`src/sv/sfpc_pkg.sv`:
```
package sfpc_pkg;

    // configuration port geometry
    localparam int CFG_INDEX_W = 3;
    localparam int CFG_DATA_W  = 26;

    // register indexes
    localparam logic [CFG_INDEX_W-1:0] CFG_CENTER_RA  = 3'd0;
    localparam logic [CFG_INDEX_W-1:0] CFG_CENTER_DEC = 3'd1;
    localparam logic [CFG_INDEX_W-1:0] CFG_RA_SCALE   = 3'd2;
    localparam logic [CFG_INDEX_W-1:0] CFG_HALF_FIELD = 3'd3;
    localparam logic [CFG_INDEX_W-1:0] CFG_X_GAIN     = 3'd4;
    localparam logic [CFG_INDEX_W-1:0] CFG_Y_GAIN     = 3'd5;

    // reset values
    localparam logic [15:0] RA_SCALE_RESET = 16'd32768;

    // pixel saturation
    localparam logic [9:0] PIX_MAX = 10'd1023;

    // magnitude thresholds in tenths
    localparam logic signed [7:0] MAG_BRIGHT = 8'sd10;
    localparam logic signed [7:0] MAG_RED24  = 8'sd20;
    localparam logic signed [7:0] MAG_RAD1   = 8'sd28;
    localparam logic signed [7:0] MAG_RED18  = 8'sd30;
    localparam logic signed [7:0] MAG_RED13  = 8'sd40;

    // red levels of the RGB565 colour
    localparam logic [4:0] RED_31 = 5'd31;
    localparam logic [4:0] RED_24 = 5'd24;
    localparam logic [4:0] RED_18 = 5'd18;
    localparam logic [4:0] RED_13 = 5'd13;
    localparam logic [4:0] RED_8  = 5'd8;

    // dot radius codes
    localparam logic [1:0] RADIUS_PIXEL = 2'd0;
    localparam logic [1:0] RADIUS_ONE   = 2'd1;
    localparam logic [1:0] RADIUS_TWO   = 2'd2;

    typedef struct packed {
        logic [15:0]        star_ra;
        logic signed [15:0] star_dec;
        logic signed [7:0]  star_mag;
    } star_in_t;

    typedef struct packed {
        logic [9:0]  pixel_x;
        logic [9:0]  pixel_y;
        logic [15:0] colour;
        logic [1:0]  dot_radius;
    } star_out_t;

endpackage

```
`src/sv/star_field_projection_cull.sv`:
```
// Star field projection and cull.
// Input channel in_valid/in_ready/in_data carries one catalog star per
// transfer; output channel out_valid/out_ready/out_data carries one pixel
// result for each star that falls inside the field (edges included).
// Stars outside the field, and all stars while half_field is zero, give
// no result. The configuration port (cfg_we, cfg_index, cfg_data) writes
// one register per cycle with no wait; indexes beyond the list are ignored.
// Write it only while the pipeline is empty.
// An accepted star passes through five register stages before its result
// shows on out_valid. Throughput: one star per cycle while out_ready is high,
// since every stage then hands its star on at each edge; the three
// multipliers sit in stages two to four, one in each.
// When out_ready is low, results hold in the output register and the stages
// behind it fill up; bubbles left by culled stars are squeezed out, and
// in_ready drops only once every stage holds a star.
// Reset clears all stage valid bits and puts the configuration registers at
// their reset values (ra_scale at 1.0, the others zero).
module star_field_projection_cull (
    input  logic                             clk,
    input  logic                             rst_n,
    input  logic                             cfg_we,
    input  logic [sfpc_pkg::CFG_INDEX_W-1:0] cfg_index,
    input  logic [sfpc_pkg::CFG_DATA_W-1:0]  cfg_data,
    input  logic                             in_valid,
    output logic                             in_ready,
    input  sfpc_pkg::star_in_t               in_data,
    output logic                             out_valid,
    input  logic                             out_ready,
    output sfpc_pkg::star_out_t              out_data
);

    // configuration registers
    logic [15:0]        center_ra_reg;
    logic signed [15:0] center_dec_reg;
    logic [15:0]        ra_scale_reg;
    logic [15:0]        half_field_reg;
    logic [25:0]        x_gain_reg;
    logic [25:0]        y_gain_reg;

    // stage valid bits and load enables
    logic v1_reg, v2_reg, v3_reg, v4_reg, v5_reg;
    logic rdy1, rdy2, rdy3, rdy4, rdy5;

    // stage 1: raw offsets
    logic signed [15:0] s1_d_reg,    s1_d_next;
    logic signed [16:0] s1_ddec_reg, s1_ddec_next;
    logic signed [7:0]  s1_mag_reg;

    // stage 2: scaled ra offset, dec offset terms
    logic signed [32:0] dra_prod;
    logic signed [33:0] s2_dra_reg,  s2_dra_next;
    logic [16:0]        s2_adec_reg, s2_adec_next;
    logic signed [17:0] s2_yoff_reg, s2_yoff_next;
    logic signed [7:0]  s2_mag_reg;

    // stage 3: cull, x offset, y product
    logic [33:0]        neg_dra;
    logic [32:0]        abs_dra;
    logic               keep;
    logic signed [33:0] xoff_full;
    logic [42:0]        y_prod;
    logic [32:0]        s3_xoff_reg;
    logic [26:0]        s3_yraw_reg;
    logic signed [7:0]  s3_mag_reg;

    // stage 4: x product
    logic [58:0]        x_prod;
    logic [27:0]        s4_xraw_reg;
    logic [26:0]        s4_yraw_reg;
    logic signed [7:0]  s4_mag_reg;

    // stage 5: saturation and grading
    sfpc_pkg::star_out_t out_reg, out_next;

    // configuration writes
    always_ff @(posedge clk or negedge rst_n)
    begin
        if (!rst_n)
        begin
            center_ra_reg  <= '0;
            center_dec_reg <= '0;
            ra_scale_reg   <= sfpc_pkg::RA_SCALE_RESET;
            half_field_reg <= '0;
            x_gain_reg     <= '0;
            y_gain_reg     <= '0;
        end
        else if (cfg_we)
        begin
            unique case (cfg_index)
                sfpc_pkg::CFG_CENTER_RA:  center_ra_reg  <= cfg_data[15:0];
                sfpc_pkg::CFG_CENTER_DEC: center_dec_reg <= $signed(cfg_data[15:0]);
                sfpc_pkg::CFG_RA_SCALE:   ra_scale_reg   <= cfg_data[15:0];
                sfpc_pkg::CFG_HALF_FIELD: half_field_reg <= cfg_data[15:0];
                sfpc_pkg::CFG_X_GAIN:     x_gain_reg     <= cfg_data;
                sfpc_pkg::CFG_Y_GAIN:     y_gain_reg     <= cfg_data;
                default:                  ;
            endcase
        end
    end

    // a stage loads when it is empty or the stage after it loads
    assign rdy5     = !v5_reg || out_ready;
    assign rdy4     = !v4_reg || rdy5;
    assign rdy3     = !v3_reg || rdy4;
    assign rdy2     = !v2_reg || rdy3;
    assign rdy1     = !v1_reg || rdy2;
    assign in_ready = rdy1;

    // stage 1 logic: wrapped ra difference and dec difference
    always_comb
    begin
        s1_d_next    = $signed(in_data.star_ra - center_ra_reg);
        s1_ddec_next = $signed({in_data.star_dec[15], in_data.star_dec})
                     - $signed({center_dec_reg[15], center_dec_reg});
    end

    // stage 2 logic: dra_q = 2 * d * ra_scale, |ddec| and half - ddec
    always_comb
    begin
        dra_prod     = s1_d_reg * $signed({1'b0, ra_scale_reg});
        s2_dra_next  = {dra_prod, 1'b0};
        s2_adec_next = s1_ddec_reg[16] ? (~s1_ddec_reg + 17'd1) : s1_ddec_reg;
        s2_yoff_next = $signed({2'b00, half_field_reg})
                     - $signed({s1_ddec_reg[16], s1_ddec_reg});
    end

    // stage 3 logic: edge test, x offset and row product
    always_comb
    begin
        neg_dra   = ~s2_dra_reg + 34'd1;
        abs_dra   = s2_dra_reg[33] ? neg_dra[32:0] : s2_dra_reg[32:0];
        keep      = (abs_dra <= {2'b00, half_field_reg, 15'b0})
                 && (s2_adec_reg <= {1'b0, half_field_reg});
        xoff_full = s2_dra_reg + $signed({3'b000, half_field_reg, 15'b0});
        y_prod    = s2_yoff_reg[16:0] * y_gain_reg;
    end

    // stage 4 logic: column product
    assign x_prod = s3_xoff_reg * x_gain_reg;

    // stage 5 logic: one plus floor with saturation, magnitude grading
    always_comb
    begin
        out_next = '0;
        if (s4_xraw_reg >= {18'd0, sfpc_pkg::PIX_MAX})
            out_next.pixel_x = sfpc_pkg::PIX_MAX;
        else
            out_next.pixel_x = s4_xraw_reg[9:0] + 10'd1;
        if (s4_yraw_reg >= {17'd0, sfpc_pkg::PIX_MAX})
            out_next.pixel_y = sfpc_pkg::PIX_MAX;
        else
            out_next.pixel_y = s4_yraw_reg[9:0] + 10'd1;

        priority if (s4_mag_reg <= sfpc_pkg::MAG_BRIGHT)
            out_next.colour = {sfpc_pkg::RED_31, 11'd0};
        else if (s4_mag_reg <= sfpc_pkg::MAG_RED24)
            out_next.colour = {sfpc_pkg::RED_24, 11'd0};
        else if (s4_mag_reg <= sfpc_pkg::MAG_RED18)
            out_next.colour = {sfpc_pkg::RED_18, 11'd0};
        else if (s4_mag_reg <= sfpc_pkg::MAG_RED13)
            out_next.colour = {sfpc_pkg::RED_13, 11'd0};
        else
            out_next.colour = {sfpc_pkg::RED_8, 11'd0};

        priority if (s4_mag_reg <= sfpc_pkg::MAG_BRIGHT)
            out_next.dot_radius = sfpc_pkg::RADIUS_TWO;
        else if (s4_mag_reg <= sfpc_pkg::MAG_RAD1)
            out_next.dot_radius = sfpc_pkg::RADIUS_ONE;
        else
            out_next.dot_radius = sfpc_pkg::RADIUS_PIXEL;
    end

    // valid bits; a zero half field or a culled star leaves a bubble
    always_ff @(posedge clk or negedge rst_n)
    begin
        if (!rst_n)
        begin
            v1_reg <= 1'b0;
            v2_reg <= 1'b0;
            v3_reg <= 1'b0;
            v4_reg <= 1'b0;
            v5_reg <= 1'b0;
        end
        else
        begin
            if (rdy1)
                v1_reg <= in_valid && (half_field_reg != 16'd0);
            if (rdy2)
                v2_reg <= v1_reg;
            if (rdy3)
                v3_reg <= v2_reg && keep;
            if (rdy4)
                v4_reg <= v3_reg;
            if (rdy5)
                v5_reg <= v4_reg;
        end
    end

    // payload registers
    always_ff @(posedge clk)
    begin
        if (rdy1)
        begin
            s1_d_reg    <= s1_d_next;
            s1_ddec_reg <= s1_ddec_next;
            s1_mag_reg  <= in_data.star_mag;
        end
        if (rdy2)
        begin
            s2_dra_reg  <= s2_dra_next;
            s2_adec_reg <= s2_adec_next;
            s2_yoff_reg <= s2_yoff_next;
            s2_mag_reg  <= s1_mag_reg;
        end
        if (rdy3)
        begin
            s3_xoff_reg <= xoff_full[32:0];
            s3_yraw_reg <= y_prod[42:16];
            s3_mag_reg  <= s2_mag_reg;
        end
        if (rdy4)
        begin
            s4_xraw_reg <= x_prod[58:31];
            s4_yraw_reg <= s3_yraw_reg;
            s4_mag_reg  <= s3_mag_reg;
        end
        if (rdy5)
            out_reg <= out_next;
    end

    assign out_valid = v5_reg;
    assign out_data  = out_reg;

endmodule
```
`config.mk`:
```
export PLATFORM = sky130hd
export DESIGN_NAME = star_field_projection_cull
export DESIGN_NICKNAME = d
export VERILOG_FILES = /design/src/sv/sfpc_pkg.sv /design/src/sv/star_field_projection_cull.sv
export SDC_FILE = /design/constraint.sdc
export NUM_CORES = 2
export LEC_CHECK = 0
export ABC_AREA = 1
export BUFFER_PORTS_ARGS = -buffer_cell sky130_fd_sc_hd__buf_4
export CAP_MARGIN = 0
export CELL_PAD_IN_SITES_DETAIL_PLACEMENT = 1
export CELL_PAD_IN_SITES_GLOBAL_PLACEMENT = 2
export CORE_MARGIN = 5
export CORE_UTILIZATION = 41
export CTS_CLUSTER_DIAMETER = 60
export CTS_CLUSTER_SIZE = 20
export DETAILED_ROUTE_END_ITERATION = 10
export PLACE_DENSITY_LB_ADDON = 0.1
export SKIP_LAST_GASP = 1
export SLEW_MARGIN = 20
export SYNTH_ARGS = -nofsm -noshare
export SYNTH_HDL_FRONTEND = slang
export SYNTH_SLANG_ARGS = --single-unit
```
`constraint.sdc`:
```
create_clock -name clk -period 8.3 [get_ports clk]
set_input_delay 1.66 -clock clk [delete_from_list [all_inputs] [get_ports clk]]
set_output_delay 1.66 -clock clk [all_outputs]
set_load 0.02 [all_outputs]
```
==> impl_metrics.tcl <==
set metrics [dict create \
    status "complete, no violations" \
    gp_congestion 0.904 \
    synth_compound_area_share_pct 5.00 \
    viasPerCell 4.98 \
    cp-end-kind "flip-flop" \
    synth_warnings 0 \
    synth-xor-area-share_pct 2.15 \
    synth_cell_types 63 \
    worst_pin_slew_ns 1.18 \
    grt-ovfl-total 0 \
    ios 114 \
    cts_made_buffers 51 \
    ant_nets 0 \
    grt_max_degree 76 \
    nets 10394 \
    cts_buffer_depth 3 \
    synth_top_family_by_area "adder cells" \
    area.growth.synth_to_final_pct 6.97 \
    insertion_delay_ns 0.71 \
    yosys.area_share.simple_pct 16.0 \
    wl_per_cell_um 20.9 \
    worstSetupStartpointType "flip-flop" \
    cts_tree "built" \
    hold_violations 0 \
    cts_sinks 393 \
    cpMostUsedCell "fa_1" \
    wl_mm 226 \
    dr.pass1.iters 7 \
    path_class "flip-flop to flip-flop" \
    track_usage_pct 25.6 \
    slowest_delay_ns 1.13 \
    die-width_um 424 \
    cp_max_fo 17 \
    dr_total_vias 53779 \
    fp.dieH_um 424 \
    grt_pass1_vias 60813 \
    hold_class "flip-flop to flip-flop" \
    dieArea_um2 180000 \
    maxSlewHeadroom_pct 21.5 \
    rows 152 \
    layout_common_cells "2418 x inv_1, 2182 x nand2_1, 1272 x fa_1" \
    ys_ff_latch 393 \
    clockRootBuffer "clkbuf_16" \
    finalSetupTns_ns 0 \
    post-route-util_pct 44.0 \
    cpLargestDelayFamily "adder cells" \
    final_max_slew_viol_count 0 \
    clk_pin_slew_worst_paths_ns 0.08 \
    synth.avg_cell_area_um2 8.15 \
    crit_chain "buf_4 > nand2_1 > fa_1 > inv_1 > fa_1 > inv_1 > fa_1 > fa_1 > fa_1 > inv_1 > fa_1 > fa_1 > ha_1 > a21oi_1 > o21ai_0 > a21oi_1 > nand3_1 > a21oi_1 > xnor2_1" \
    arrival_ns 7.83 \
    cp_slowest_cell "edfxtp_1" \
    largest_reg_flops 33 \
    synth_edf_count 272 \
    syn_inst 8635 \
    synthMuxAreaShare_pct 0 \
    antenna_found_initial 8 \
    grt_pass1_wl_mm 356 \
    yosys.area_share.adder_pct 45.6 \
    start_util_pct 41.1 \
    worstPathRequired_ns 8.65 \
    grt_setup_unrepaired "false" \
    fmax_ghz 0.134 \
    final_common_cell "inv_1" \
    drv_cap 0 \
    drt_iter0_drc 2605 \
    final.fill_count 20578 \
    fin_skew_ns 0.0875 \
    post_cts_buffers 0 \
    ys_async_sr_fraction_pct 30.8 \
    portBuffers 102 \
    fin_crit_sh_pct 90.1 \
    dp_hpwl_mm 188 \
    cts-resized-gates 0 \
    ys.flop_type "edfxtp_1" \
    route.detailed.drc 0 \
    setup_viol 0 \
    synth.yosys.seq_area_share_pct 15.9 \
    path_buf_inv 4 \
    h-tree-depth 2 \
    cts_hold_buf 0 \
    netlist_area_um2 70300 \
    drive_gt1_share_pct 5.50 \
    core_um2 171000 \
    period_needed_ns 7.48 \
]
-- per-stage QoR --
stage,cells,instance area (µm²),worst slack (ns),hold WS [ns]
6_report,10797,75300,0.822,0.418
2_1_floorplan,8645,70400,0.294,0.400
3_5_place_dp,10697,73300,0.854,0.407
3_3_place_gp,10695,73300,0.837,0.402
4_1_cts,10793,75200,0.740,0.420
5_1_grt,10796,75200,0.571,0.421
-- cell type report --
type                       instances  area (µm²)  area share (%)
antenna                            2        5.00         0.00665
tap                             2233        2790            3.71
sequential                       393       11200            14.9
timing repair buffer             223        1720            2.29
clock inverter                    42         574           0.763
multi-input combinational       5402       48500            64.4
inverter                        2448        9190            12.2
clock buffer                      54        1310            1.74
-- cells in the mapped netlist, types with 4 or more instances --
| cell type | number | area [µm²] |
|---|---|---|
| a21boi_0 | 4 | 30.0 |
| a21boi_1 | 5 | 37.5 |
| a21o_1 | 19 | 143 |
| a21oi_1 | 243 | 1220 |
| a21oi_2 | 5 | 43.8 |
| a31oi_1 | 22 | 138 |
| buf_1 | 9 | 33.8 |
| buf_4 | 13 | 97.6 |
| clkbuf_1 | 377 | 1420 |
| dfrtp_1 | 120 | 3000 |
| edfxtp_1 | 272 | 8170 |
| fa_1 | 1272 | 25500 |
| ha_1 | 529 | 6620 |
| inv_1 | 2421 | 9090 |
| inv_2 | 26 | 97.6 |
| nand2_1 | 2185 | 8200 |
| nand2_2 | 19 | 119 |
| nand3_1 | 160 | 801 |
| nand4_1 | 31 | 194 |
| nor2_1 | 270 | 1010 |
| nor2_2 | 24 | 150 |
| nor2_4 | 10 | 113 |
| nor3_1 | 31 | 155 |
| nor3_2 | 10 | 100 |
| nor4_1 | 12 | 75.1 |
| nor4_2 | 5 | 62.6 |
| o211ai_1 | 12 | 90.1 |
| o21a_1 | 19 | 143 |
| o21ai_0 | 216 | 1080 |
| o21ai_1 | 28 | 140 |
| o21ai_2 | 10 | 87.6 |
| o21bai_1 | 22 | 165 |
| o31ai_1 | 6 | 45.0 |
| or2_2 | 16 | 100 |
| xnor2_1 | 52 | 455 |
| xor2_1 | 121 | 1060 |
-- per-layer routing --
layer / up-vias / part of all wire, % / GRT usage, %
met5: - / 0 / 0
met4: 0 / 2.9 / 6.53
met3: 241 / 3.3 / 2.37
met2: 826 / 50 / 45.5
met1: 27938 / 44 / 33.7
li1: 24774 / - / -
-- path summary, 6_finish.rpt --
kind                            cells after the start            start           endpoint  slack (ns)
max in group asynchronous                           2            rst_n  half_field_reg[8]        5.99
worst max register to register                     19  s3_xoff_reg[12]     s4_xraw_reg[1]        0.82
worst min register to register                      0    s2_mag_reg[2]      s3_mag_reg[2]        0.42
min in group asynchronous                           1            rst_n     y_gain_reg[12]        1.05
worst min-delay path                                0    s2_mag_reg[2]      s3_mag_reg[2]        0.42
worst max-delay path                               19  s3_xoff_reg[12]     s4_xraw_reg[1]        0.82
-- kinds of logic (layout without fill, tap and decap cells) --
logic type | after synthesis | after routing
buf+inv | 2850 | 2767
simple gates | 2791 | 2791
fa+ha+maj | 1801 | 1801
compound gates | 626 | 626
flops | 393 | 393
xor+xnor | 173 | 173
other cells | 1 | 13
-- worst register-to-register path: stages (launching register included) --
cell and delay [ns]:
edfxtp_1 1.13, buf_4 0.37, nand2_1 0.10, fa_1 0.51
inv_1 0.06, fa_1 0.54, inv_1 0.08, fa_1 0.45
fa_1 0.54, fa_1 0.58, inv_1 0.06, fa_1 0.49
fa_1 0.48, ha_1 0.35, a21oi_1 0.22, o21ai_0 0.22
a21oi_1 0.30, nand3_1 0.20, a21oi_1 0.31, xnor2_1 0.16
Power is not shown: default switching activity piles up to over one toggle a cycle in this logic, so the estimate is an artifact.
